`src/design/number_to_ascii_formatter_macros.svh`:
```
// Assertion macros shared by the number-to-ASCII formatter modules.
// Expects signals named clk and rst_n in the scope of each use.
`ifndef NUMBER_TO_ASCII_FORMATTER_MACROS_SVH
`define NUMBER_TO_ASCII_FORMATTER_MACROS_SVH

// The condition implies the expectation in the same cycle.
`define N2A_ASSERT_SAME(label, cond, expect_expr, msg) \
    label: assert property (@(posedge clk) disable iff (!rst_n) (cond) |-> (expect_expr)) \
        else $error(msg);

// The condition implies the expectation in the next cycle.
`define N2A_ASSERT_NEXT(label, cond, expect_expr, msg) \
    label: assert property (@(posedge clk) disable iff (!rst_n) (cond) |=> (expect_expr)) \
        else $error(msg);

`endif

```
`src/design/n2a_pkg.sv`:
```
// Package for the number-to-ASCII formatter: format codes, widths and
// character helpers. No dependencies.
package n2a_pkg;

    // Format codes carried on req_type.
    localparam int unsigned FMT_W = 2;
    localparam logic [FMT_W-1:0] FMT_HEX32 = 2'd0;
    localparam logic [FMT_W-1:0] FMT_HEX64 = 2'd1;
    localparam logic [FMT_W-1:0] FMT_DEC32 = 2'd2;

    localparam int unsigned VALUE_W = 64;
    localparam int unsigned HALF_W  = 32;
    localparam int unsigned CHAR_W  = 8;
    localparam int unsigned NIBBLE_W = 4;

    // Digit counts per format.
    localparam int unsigned HEX32_DIGITS = 8;
    localparam int unsigned HEX64_DIGITS = 16;
    localparam int unsigned DEC_DIGITS   = 10;
    localparam int unsigned HEX_PREFIX_LEN = 2;
    localparam int unsigned DIGIT_CNT_W  = $clog2(HEX64_DIGITS + 1);
    localparam int unsigned PREFIX_CNT_W = $clog2(HEX_PREFIX_LEN + 1);

    // Binary to BCD conversion sizes.
    localparam int unsigned BCD_W     = DEC_DIGITS * NIBBLE_W;
    localparam int unsigned DAB_STEPS = HALF_W;
    localparam int unsigned DAB_CNT_W = $clog2(DAB_STEPS);

    // ASCII codes.
    localparam logic [CHAR_W-1:0] CH_ZERO       = 8'h30;
    localparam logic [CHAR_W-1:0] CH_X          = 8'h78;
    localparam logic [CHAR_W-1:0] CH_ALPHA_BASE = 8'h57;

    // Status of the BCD conversion unit.
    typedef struct packed {
        logic busy;
        logic done;
    } dab_stat_t;

    // Lowercase ASCII for one hex or BCD digit.
    function automatic logic [CHAR_W-1:0] digit_ascii(input logic [NIBBLE_W-1:0] nib);
        logic [CHAR_W-1:0] wide;
        wide = {{(CHAR_W-NIBBLE_W){1'b0}}, nib};
        if (nib < 4'd10)
        begin
            return CH_ZERO + wide;
        end
        return CH_ALPHA_BASE + wide;
    endfunction

endpackage

```
`src/design/n2a_if.sv`:
```
// Valid/ready channel interfaces for the number-to-ASCII formatter.
// Depends on n2a_pkg for field widths.
interface n2a_in_if;
    logic                              valid;
    logic                              ready;
    logic [n2a_pkg::FMT_W-1:0]         req_type;
    logic [n2a_pkg::VALUE_W-1:0]       number_value;

    modport source (output valid, req_type, number_value, input ready);
    modport sink   (input valid, req_type, number_value, output ready);
endinterface

interface n2a_out_if;
    logic                              valid;
    logic                              ready;
    logic [n2a_pkg::CHAR_W-1:0]        ascii_char;
    logic                              last_char;

    modport source (output valid, ascii_char, last_char, input ready);
    modport sink   (input valid, ascii_char, last_char, output ready);
endinterface

```
`src/design/n2a_dabble.sv`:
```
// Iterative binary to BCD converter (shift and add-3), one bit per cycle.
// Depends on n2a_pkg and number_to_ascii_formatter_macros.svh.
`include "number_to_ascii_formatter_macros.svh"

module n2a_dabble (
    input  logic                          clk,
    input  logic                          rst_n,
    input  logic                          start,
    input  logic [n2a_pkg::HALF_W-1:0]    bin,
    output n2a_pkg::dab_stat_t            stat,
    output logic [n2a_pkg::BCD_W-1:0]     bcd
);

    logic [n2a_pkg::HALF_W-1:0]    bin_reg, bin_next;
    logic [n2a_pkg::BCD_W-1:0]     bcd_reg, bcd_next;
    logic [n2a_pkg::DAB_CNT_W-1:0] cnt_reg, cnt_next;
    logic                          busy_reg, busy_next;
    logic                          done_reg, done_next;
    logic [n2a_pkg::BCD_W-1:0]     adj;
    logic                          last_step;

    assign last_step = (cnt_reg == n2a_pkg::DAB_CNT_W'(n2a_pkg::DAB_STEPS - 1));

    // Add three to every BCD digit of five or more before the shift.
    always_comb
    begin
        for (int i = 0; i < n2a_pkg::DEC_DIGITS; i++)
        begin
            if (bcd_reg[i*n2a_pkg::NIBBLE_W +: n2a_pkg::NIBBLE_W] >= 4'd5)
            begin
                adj[i*n2a_pkg::NIBBLE_W +: n2a_pkg::NIBBLE_W] =
                    bcd_reg[i*n2a_pkg::NIBBLE_W +: n2a_pkg::NIBBLE_W] + 4'd3;
            end
            else
            begin
                adj[i*n2a_pkg::NIBBLE_W +: n2a_pkg::NIBBLE_W] =
                    bcd_reg[i*n2a_pkg::NIBBLE_W +: n2a_pkg::NIBBLE_W];
            end
        end
    end

    always_comb
    begin
        bin_next  = bin_reg;
        bcd_next  = bcd_reg;
        cnt_next  = cnt_reg;
        busy_next = busy_reg;
        done_next = 1'b0;
        if (start)
        begin
            bin_next  = bin;
            bcd_next  = '0;
            cnt_next  = '0;
            busy_next = 1'b1;
        end
        else if (busy_reg)
        begin
            bcd_next = {adj[n2a_pkg::BCD_W-2:0], bin_reg[n2a_pkg::HALF_W-1]};
            bin_next = {bin_reg[n2a_pkg::HALF_W-2:0], 1'b0};
            cnt_next = cnt_reg + 1'b1;
            if (last_step)
            begin
                busy_next = 1'b0;
                done_next = 1'b1;
            end
        end
    end

    always_ff @(posedge clk or negedge rst_n)
    begin
        if (!rst_n)
        begin
            bin_reg  <= '0;
            bcd_reg  <= '0;
            cnt_reg  <= '0;
            busy_reg <= 1'b0;
            done_reg <= 1'b0;
        end
        else
        begin
            bin_reg  <= bin_next;
            bcd_reg  <= bcd_next;
            cnt_reg  <= cnt_next;
            busy_reg <= busy_next;
            done_reg <= done_next;
        end
    end

    assign stat.busy = busy_reg;
    assign stat.done = done_reg;
    assign bcd       = bcd_reg;

    `N2A_ASSERT_SAME(a_start_idle, start, !busy_reg, "conversion started while busy")
    `N2A_ASSERT_NEXT(a_start_runs, start, busy_reg && (cnt_reg == '0), "start did not arm unit")
    `N2A_ASSERT_SAME(a_done_stops, done_reg, !busy_reg, "done raised while still busy")

endmodule

```
`src/design/number_to_ascii_formatter.sv`:
```
// Top level of the number-to-ASCII formatter: sequencer, character shifter
// and output register. Depends on n2a_pkg, n2a_if, n2a_dabble and the macros.
//
// Usage:
// The req channel carries one beat per value: req_type selects the format
// (hex of the low 32 bits, hex of all 64 bits, or unsigned decimal of the low
// 32 bits) and number_value the value. The rsp channel returns one ASCII
// character per beat, most significant first, with last_char set on the
// final beat of the run. Hex runs are "0x" plus 8 or 16 lowercase digits;
// decimal runs drop leading zeros and give a single '0' for zero. A
// req_type of 3 is taken and produces no beats.
// One value is worked on at a time; req.ready is high only while idle.
// Unstalled, hex characters go out one per cycle through the output register.
// A decimal value goes through the bit-serial BCD conversion, a hand-off,
// then leading-zero skipping and digit output at one digit position per
// cycle through the shared shifter while the output is not stalled.
// For hex, the accepted beat sets the emit state, which loads the output register.
// When rsp.ready is low the character stays in the output register and the
// sequencer waits. Reset returns the block to idle with the output empty.

`include "number_to_ascii_formatter_macros.svh"

module number_to_ascii_formatter (
    input  logic      clk,
    input  logic      rst_n,
    n2a_in_if.sink    req,
    n2a_out_if.source rsp
);

    typedef enum logic [1:0] {
        ST_IDLE,
        ST_DABBLE,
        ST_SKIP,
        ST_EMIT
    } state_t;

    state_t                               state_reg, state_next;
    logic [n2a_pkg::VALUE_W-1:0]          data_reg, data_next;
    logic [n2a_pkg::DIGIT_CNT_W-1:0]      digits_reg, digits_next;
    logic [n2a_pkg::PREFIX_CNT_W-1:0]     prefix_reg, prefix_next;
    logic                                 out_valid_reg, out_valid_next;
    logic [n2a_pkg::CHAR_W-1:0]           char_reg, char_next;
    logic                                 last_reg, last_next;

    logic                                 accept;
    logic                                 out_free;
    logic                                 out_load;
    logic                                 dab_start;
    n2a_pkg::dab_stat_t                   dab_stat;
    logic [n2a_pkg::BCD_W-1:0]            dab_bcd;
    logic [n2a_pkg::NIBBLE_W-1:0]         top_nib;

    assign req.ready = (state_reg == ST_IDLE);
    assign accept    = req.valid && req.ready;
    assign dab_start = accept && (req.req_type == n2a_pkg::FMT_DEC32);
    assign out_free  = !out_valid_reg || rsp.ready;
    assign out_load  = (state_reg == ST_EMIT) && out_free;
    assign top_nib   = data_reg[n2a_pkg::VALUE_W-1 -: n2a_pkg::NIBBLE_W];

    // Decimal digits come from the shared shift-and-add-3 unit.
    n2a_dabble u_dabble (
        .clk   (clk),
        .rst_n (rst_n),
        .start (dab_start),
        .bin   (req.number_value[n2a_pkg::HALF_W-1:0]),
        .stat  (dab_stat),
        .bcd   (dab_bcd)
    );

    always_comb
    begin
        state_next     = state_reg;
        data_next      = data_reg;
        digits_next    = digits_reg;
        prefix_next    = prefix_reg;
        out_valid_next = out_valid_reg && !rsp.ready;
        char_next      = char_reg;
        last_next      = last_reg;

        unique case (state_reg)
            ST_IDLE:
            begin
                if (accept)
                begin
                    unique case (req.req_type)
                        n2a_pkg::FMT_HEX32:
                        begin
                            data_next = {req.number_value[n2a_pkg::HALF_W-1:0],
                                         {n2a_pkg::HALF_W{1'b0}}};
                            digits_next = n2a_pkg::DIGIT_CNT_W'(n2a_pkg::HEX32_DIGITS);
                            prefix_next = n2a_pkg::PREFIX_CNT_W'(n2a_pkg::HEX_PREFIX_LEN);
                            state_next  = ST_EMIT;
                        end
                        n2a_pkg::FMT_HEX64:
                        begin
                            data_next   = req.number_value;
                            digits_next = n2a_pkg::DIGIT_CNT_W'(n2a_pkg::HEX64_DIGITS);
                            prefix_next = n2a_pkg::PREFIX_CNT_W'(n2a_pkg::HEX_PREFIX_LEN);
                            state_next  = ST_EMIT;
                        end
                        n2a_pkg::FMT_DEC32:
                        begin
                            state_next = ST_DABBLE;
                        end
                        default:
                        begin
                            // Unused format code: the beat is dropped.
                            state_next = ST_IDLE;
                        end
                    endcase
                end
            end
            ST_DABBLE:
            begin
                if (dab_stat.done)
                begin
                    data_next = {dab_bcd, {(n2a_pkg::VALUE_W-n2a_pkg::BCD_W){1'b0}}};
                    digits_next = n2a_pkg::DIGIT_CNT_W'(n2a_pkg::DEC_DIGITS);
                    prefix_next = '0;
                    state_next  = ST_SKIP;
                end
            end
            ST_SKIP:
            begin
                // Drop leading zero digits, but always keep the last one.
                if ((top_nib == '0) && (digits_reg != n2a_pkg::DIGIT_CNT_W'(1)))
                begin
                    data_next   = {data_reg[n2a_pkg::VALUE_W-n2a_pkg::NIBBLE_W-1:0],
                                   {n2a_pkg::NIBBLE_W{1'b0}}};
                    digits_next = digits_reg - 1'b1;
                end
                else
                begin
                    state_next = ST_EMIT;
                end
            end
            ST_EMIT:
            begin
                if (out_free)
                begin
                    out_valid_next = 1'b1;
                    last_next = (prefix_reg == '0) &&
                                (digits_reg == n2a_pkg::DIGIT_CNT_W'(1));
                    if (prefix_reg == n2a_pkg::PREFIX_CNT_W'(n2a_pkg::HEX_PREFIX_LEN))
                    begin
                        char_next   = n2a_pkg::CH_ZERO;
                        prefix_next = prefix_reg - 1'b1;
                    end
                    else if (prefix_reg != '0)
                    begin
                        char_next   = n2a_pkg::CH_X;
                        prefix_next = prefix_reg - 1'b1;
                    end
                    else
                    begin
                        char_next   = n2a_pkg::digit_ascii(top_nib);
                        data_next   = {data_reg[n2a_pkg::VALUE_W-n2a_pkg::NIBBLE_W-1:0],
                                       {n2a_pkg::NIBBLE_W{1'b0}}};
                        digits_next = digits_reg - 1'b1;
                        if (digits_reg == n2a_pkg::DIGIT_CNT_W'(1))
                        begin
                            state_next = ST_IDLE;
                        end
                    end
                end
            end
            default:
            begin
                state_next = ST_IDLE;
            end
        endcase
    end

    always_ff @(posedge clk or negedge rst_n)
    begin
        if (!rst_n)
        begin
            state_reg     <= ST_IDLE;
            data_reg      <= '0;
            digits_reg    <= '0;
            prefix_reg    <= '0;
            out_valid_reg <= 1'b0;
            char_reg      <= '0;
            last_reg      <= 1'b0;
        end
        else
        begin
            state_reg     <= state_next;
            data_reg      <= data_next;
            digits_reg    <= digits_next;
            prefix_reg    <= prefix_next;
            out_valid_reg <= out_valid_next;
            char_reg      <= char_next;
            last_reg      <= last_next;
        end
    end

    assign rsp.valid      = out_valid_reg;
    assign rsp.ascii_char = char_reg;
    assign rsp.last_char  = last_reg;

    `N2A_ASSERT_NEXT(a_last_ends_run, out_load && last_next, state_reg == ST_IDLE, "run did not end after last character")
    `N2A_ASSERT_SAME(a_skip_no_prefix, state_reg == ST_SKIP, prefix_reg == '0, "decimal run carries a hex prefix")
    `N2A_ASSERT_SAME(a_emit_has_digits, state_reg == ST_EMIT, digits_reg != '0, "emitting with no digits left")
    `N2A_ASSERT_NEXT(a_dec_waits, dab_start, state_reg == ST_DABBLE && dab_stat.busy, "decimal request did not start conversion")

endmodule
```
`src/flat_wrapper.sv`:
```
// flat-port wrapper written by rule: the top's interface ports become plain ports
module number_to_ascii_formatter_flat 
  (clk, rst_n, req_valid, req_req_type, req_number_value, req_ready, rsp_valid, rsp_ascii_char, rsp_last_char, rsp_ready);
  n2a_in_if req_i ();
  n2a_out_if rsp_i ();
  input  logic clk;
  input  logic rst_n;
  input wire logic [$bits(req_i.valid)-1:0] req_valid;
  input wire logic [$bits(req_i.req_type)-1:0] req_req_type;
  input wire logic [$bits(req_i.number_value)-1:0] req_number_value;
  output wire logic [$bits(req_i.ready)-1:0] req_ready;
  output wire logic [$bits(rsp_i.valid)-1:0] rsp_valid;
  output wire logic [$bits(rsp_i.ascii_char)-1:0] rsp_ascii_char;
  output wire logic [$bits(rsp_i.last_char)-1:0] rsp_last_char;
  input wire logic [$bits(rsp_i.ready)-1:0] rsp_ready;
  assign req_i.valid = req_valid;
  assign req_i.req_type = req_req_type;
  assign req_i.number_value = req_number_value;
  assign req_ready = req_i.ready;
  assign rsp_valid = rsp_i.valid;
  assign rsp_ascii_char = rsp_i.ascii_char;
  assign rsp_last_char = rsp_i.last_char;
  assign rsp_i.ready = rsp_ready;
  number_to_ascii_formatter u_core (.clk(clk), .rst_n(rst_n), .req(req_i), .rsp(rsp_i));
endmodule
```
`config.mk`:
```
export PLATFORM = sky130hd
export DESIGN_NAME = number_to_ascii_formatter_flat
export DESIGN_NICKNAME = d
export VERILOG_FILES = /design/src/design/n2a_pkg.sv /design/src/design/n2a_if.sv /design/src/design/n2a_dabble.sv /design/src/design/number_to_ascii_formatter.sv /design/src/flat_wrapper.sv
export VERILOG_INCLUDE_DIRS = /design/src /design/src/design
export SDC_FILE = /design/constraint.sdc
export NUM_CORES = 1
export LEC_CHECK = 0
export BUFFER_PORTS_ARGS = -buffer_cell sky130_fd_sc_hd__buf_2
export CAP_MARGIN = 5
export CORE_MARGIN = 2
export CORE_UTILIZATION = 55
export DETAILED_ROUTE_END_ITERATION = 6
export PLACE_DENSITY = 0.75
export SYNTH_ARGS = -nofsm -noshare
export SYNTH_HDL_FRONTEND = slang
export SYNTH_SLANG_ARGS = --single-unit
```
`constraint.sdc`:
```
create_clock -name clk -period 2.3 [get_ports clk]
set_input_delay 0.115 -clock clk [delete_from_list [all_inputs] [get_ports clk]]
set_output_delay 0.115 -clock clk [all_outputs]
set_load 0.01 [all_outputs]
```
==> metrics.yaml <==
critPathSlowestCell: "dfrtp_1"
min_path_cells: 3
synth-edff-count: 0
syn-mean-instance-area_um2: 10.37
grt_pass1_wl_um: 34800
grt_busiest_layer: "met2"
grt_overflow: 0
largest_reg_flops: 64
max-cap-violations: 0
synth_area_um2: 8865
grt_pass1_vias: 6734
setup_viol: 0
vias: 7103
synth.area.top_cells: "dfrtp_1, mux2i_1, mux2_2"
vias_per_cell: 5.974
p_leak_nw: 5.036
period_needed_ns: 2.230
ys.flop_type: "dfrtp_1"
drv_slew: 0
core_um2: 15830
vdd_drop_max_mv: 0.7646
crit_arrival_ns: 2.54
area_delta_synth_final_pct: 19.97
ys_seq_area_share_pct: 45.45
drc: 1
rsz0062_at_grt: "true"
clockBufferDepth: 2
synth_top_cell_by_area: "dfrtp_1"
met3_usage_pct: 5.252
syn_inst: 855
first_iter_violations: 827
fin_tns_setup_ns: 0
pin_count: 81
hold_violations: 1
max_clock_freq_mhz: 448.5
start_kind: "register"
n_antenna_cell: 0
cts.clk_slew.worst_paths_ns: 0.06
antenna_found_initial: 0
cts_sinks: 161
die_h_um: 131.0
fin_nets: 1062
insertion_delay_ns: 0.43
mostFrequentLayoutCells: "dfrtp_1, buf_2, mux2i_1, inv_1, mux2_2"
routed_wl_um: 22570
final_common_cell: "dfrtp_1"
grt_use_total_pct: 26.51
synth_cell_types: 50
cts_buffers: 17
period_share_pct: 96.94
critPathCaptureType: "register"
avgRoutedWirePerCell_um: 18.98
use_met2_pct: 42.12
fp-row-count: 46
dieArea_um2: 17150
synth-warning-count: 0
cts_tree: "done"
synth_fp_nets: 957
async_flop_share_pct: 100.0
cp_max_fo: 14
firstDrtPassIters: 7
status: "finished with violations"
hold_slack_ns: -0.001383
cp.required_ns: 2.61
grt_max_degree: 58
skew_ns: 0.004960
criticalPathCategory: "register to register"
power.density_nw_per_um2: 1482
initial_utilization_pct: 56.01
die_w_um: 131.0
hpwl_um: 14880
use_met1_pct: 35.90
critPathMaxStageDelay_ns: 0.41
cts_max_level: 4
violations: "DRC, hold timing"
hp-class: "input port to register"
synth_seq_cells: 161
gp_congestion: 0.8690
slew_headroom_pct: 54.44
path_cells: "inv_1 -> ha_1 -> or3b_4 -> o21ai_1 -> and4_4 -> buf_12 -> mux2_1"
utilization_pct: 67.19
yosys.area.top_type_share_pct: 45.45
io_buffers: 79
ff2ff_path_depth: 7
drive_gt1_share_pct: 23.23
root_buffer: "clkbuf_16"
ant_nets: 0
worstMarginPinSlew_ns: 0.6824
==> Yosys cell counts, drive strengths merged (3+ instances only) <==
| master | number |
|---|---|
| dfrtp | 161 |
| mux2i | 76 |
| mux2 | 72 |
| inv | 69 |
| a21oi | 61 |
| nand2 | 55 |
| o21ai | 52 |
| nor2 | 43 |
| clkbuf | 34 |
| ha | 32 |
| a222oi | 31 |
| nand3 | 31 |
| buf | 21 |
| a22o | 20 |
| nand2b | 14 |
| xnor2 | 12 |
| o31ai | 11 |
| xor2 | 11 |
| and2 | 9 |
| a22oi | 8 |
| and3 | 3 |
| nor2b | 3 |
==> power breakdown <==
| part | internal (mW) | switching [mW] | total, mW |
|---|---|---|---|
| logic | 3.67 | 3.96 | 7.63 |
| registers | 4.07 | 1.01 | 5.09 |
| clock network | 1.83 | 1.22 | 3.05 |
==> cell type report <==
class	count	area, µm²
Fill cell	1173	5192
Multi-Input combinational cell	570	4334
Sequential cell	161	4030
Timing Repair Buffer	141	1109
Clock buffer	17	425.4
Tap cell	216	270.3
Inverter	69	259.0
Clock inverter	15	207.7
==> metrics by stage <==
step	std cells	hold slack [ns]	total power [mW]	cell area (µm²)	setup WS, ns
floorplan	855	-0.1806	10.24	8865	0.2806
global placement	1125	0.1239	11.89	9613	0.1445
detailed placement	1125	0.1209	12.14	9613	0.08759
CTS	1183	0.002377	15.28	10510	0.05580
global route	1189	0.008123	16.79	10640	-0.007595
finish	1189	-0.001383	15.76	10640	0.07049
==> metal layers <==
metal / up-vias / share of wire [%]
met3: 42 / 6.6
met5: - / 0
met2: 275 / 48
met1: 3514 / 43
met4: 0 / 2.5
li1: 3272 / -
==> critical path, delay by kind of cell (launching register included) <==
| family | cells | cell delay [ns] |
|---|---|---|
| adder cells (fa/ha/maj) | 1 | 0.19 |
| buffers and inverters | 2 | 0.27 |
| multiplexers | 1 | 0.34 |
| flip-flops | 1 | 0.41 |
| AO/OA/AOI/OAI | 1 | 0.13 |
| AND/OR/NAND/NOR | 2 | 0.76 |
==> worst paths after layout <==
| path | start | to | slack, ns |
|---|---|---|---|
| max in group asynchronous | rst_n | u_core.u_dabble.bin_reg[18] | 1.36 |
| max | u_core.data_reg[61] | u_core.data_reg[9] | 0.07 |
| min | req_number_value[23] | u_core.u_dabble.bin_reg[23] | -0.001 |
| min in group asynchronous | rst_n | u_core.rsp.ascii_char[4] | 0.22 |
| min reg2reg | u_core.rsp.ascii_char[5] | u_core.rsp.ascii_char[5] | 0.46 |
| max reg2reg | u_core.data_reg[61] | u_core.data_reg[9] | 0.07 |
==> logic make-up after synthesis <==
group,share of synthesized area [%]
fa+ha+maj,4.517
compound gates,14.85
xor+xnor,2.272
buf+inv,6.027
simple gates,9.118
mux,17.73
other cells,0.04230
flops,45.45
==> what timing repair did <==
action,in CTS,in global routing
endpoints found under the hold margin,82,0
gates resized for setup,0,7
endpoints found under the setup margin,0,26
hold buffers,26,0
buffers inserted,0,3
No activity file was read; power rests on OpenSTA's default activity.
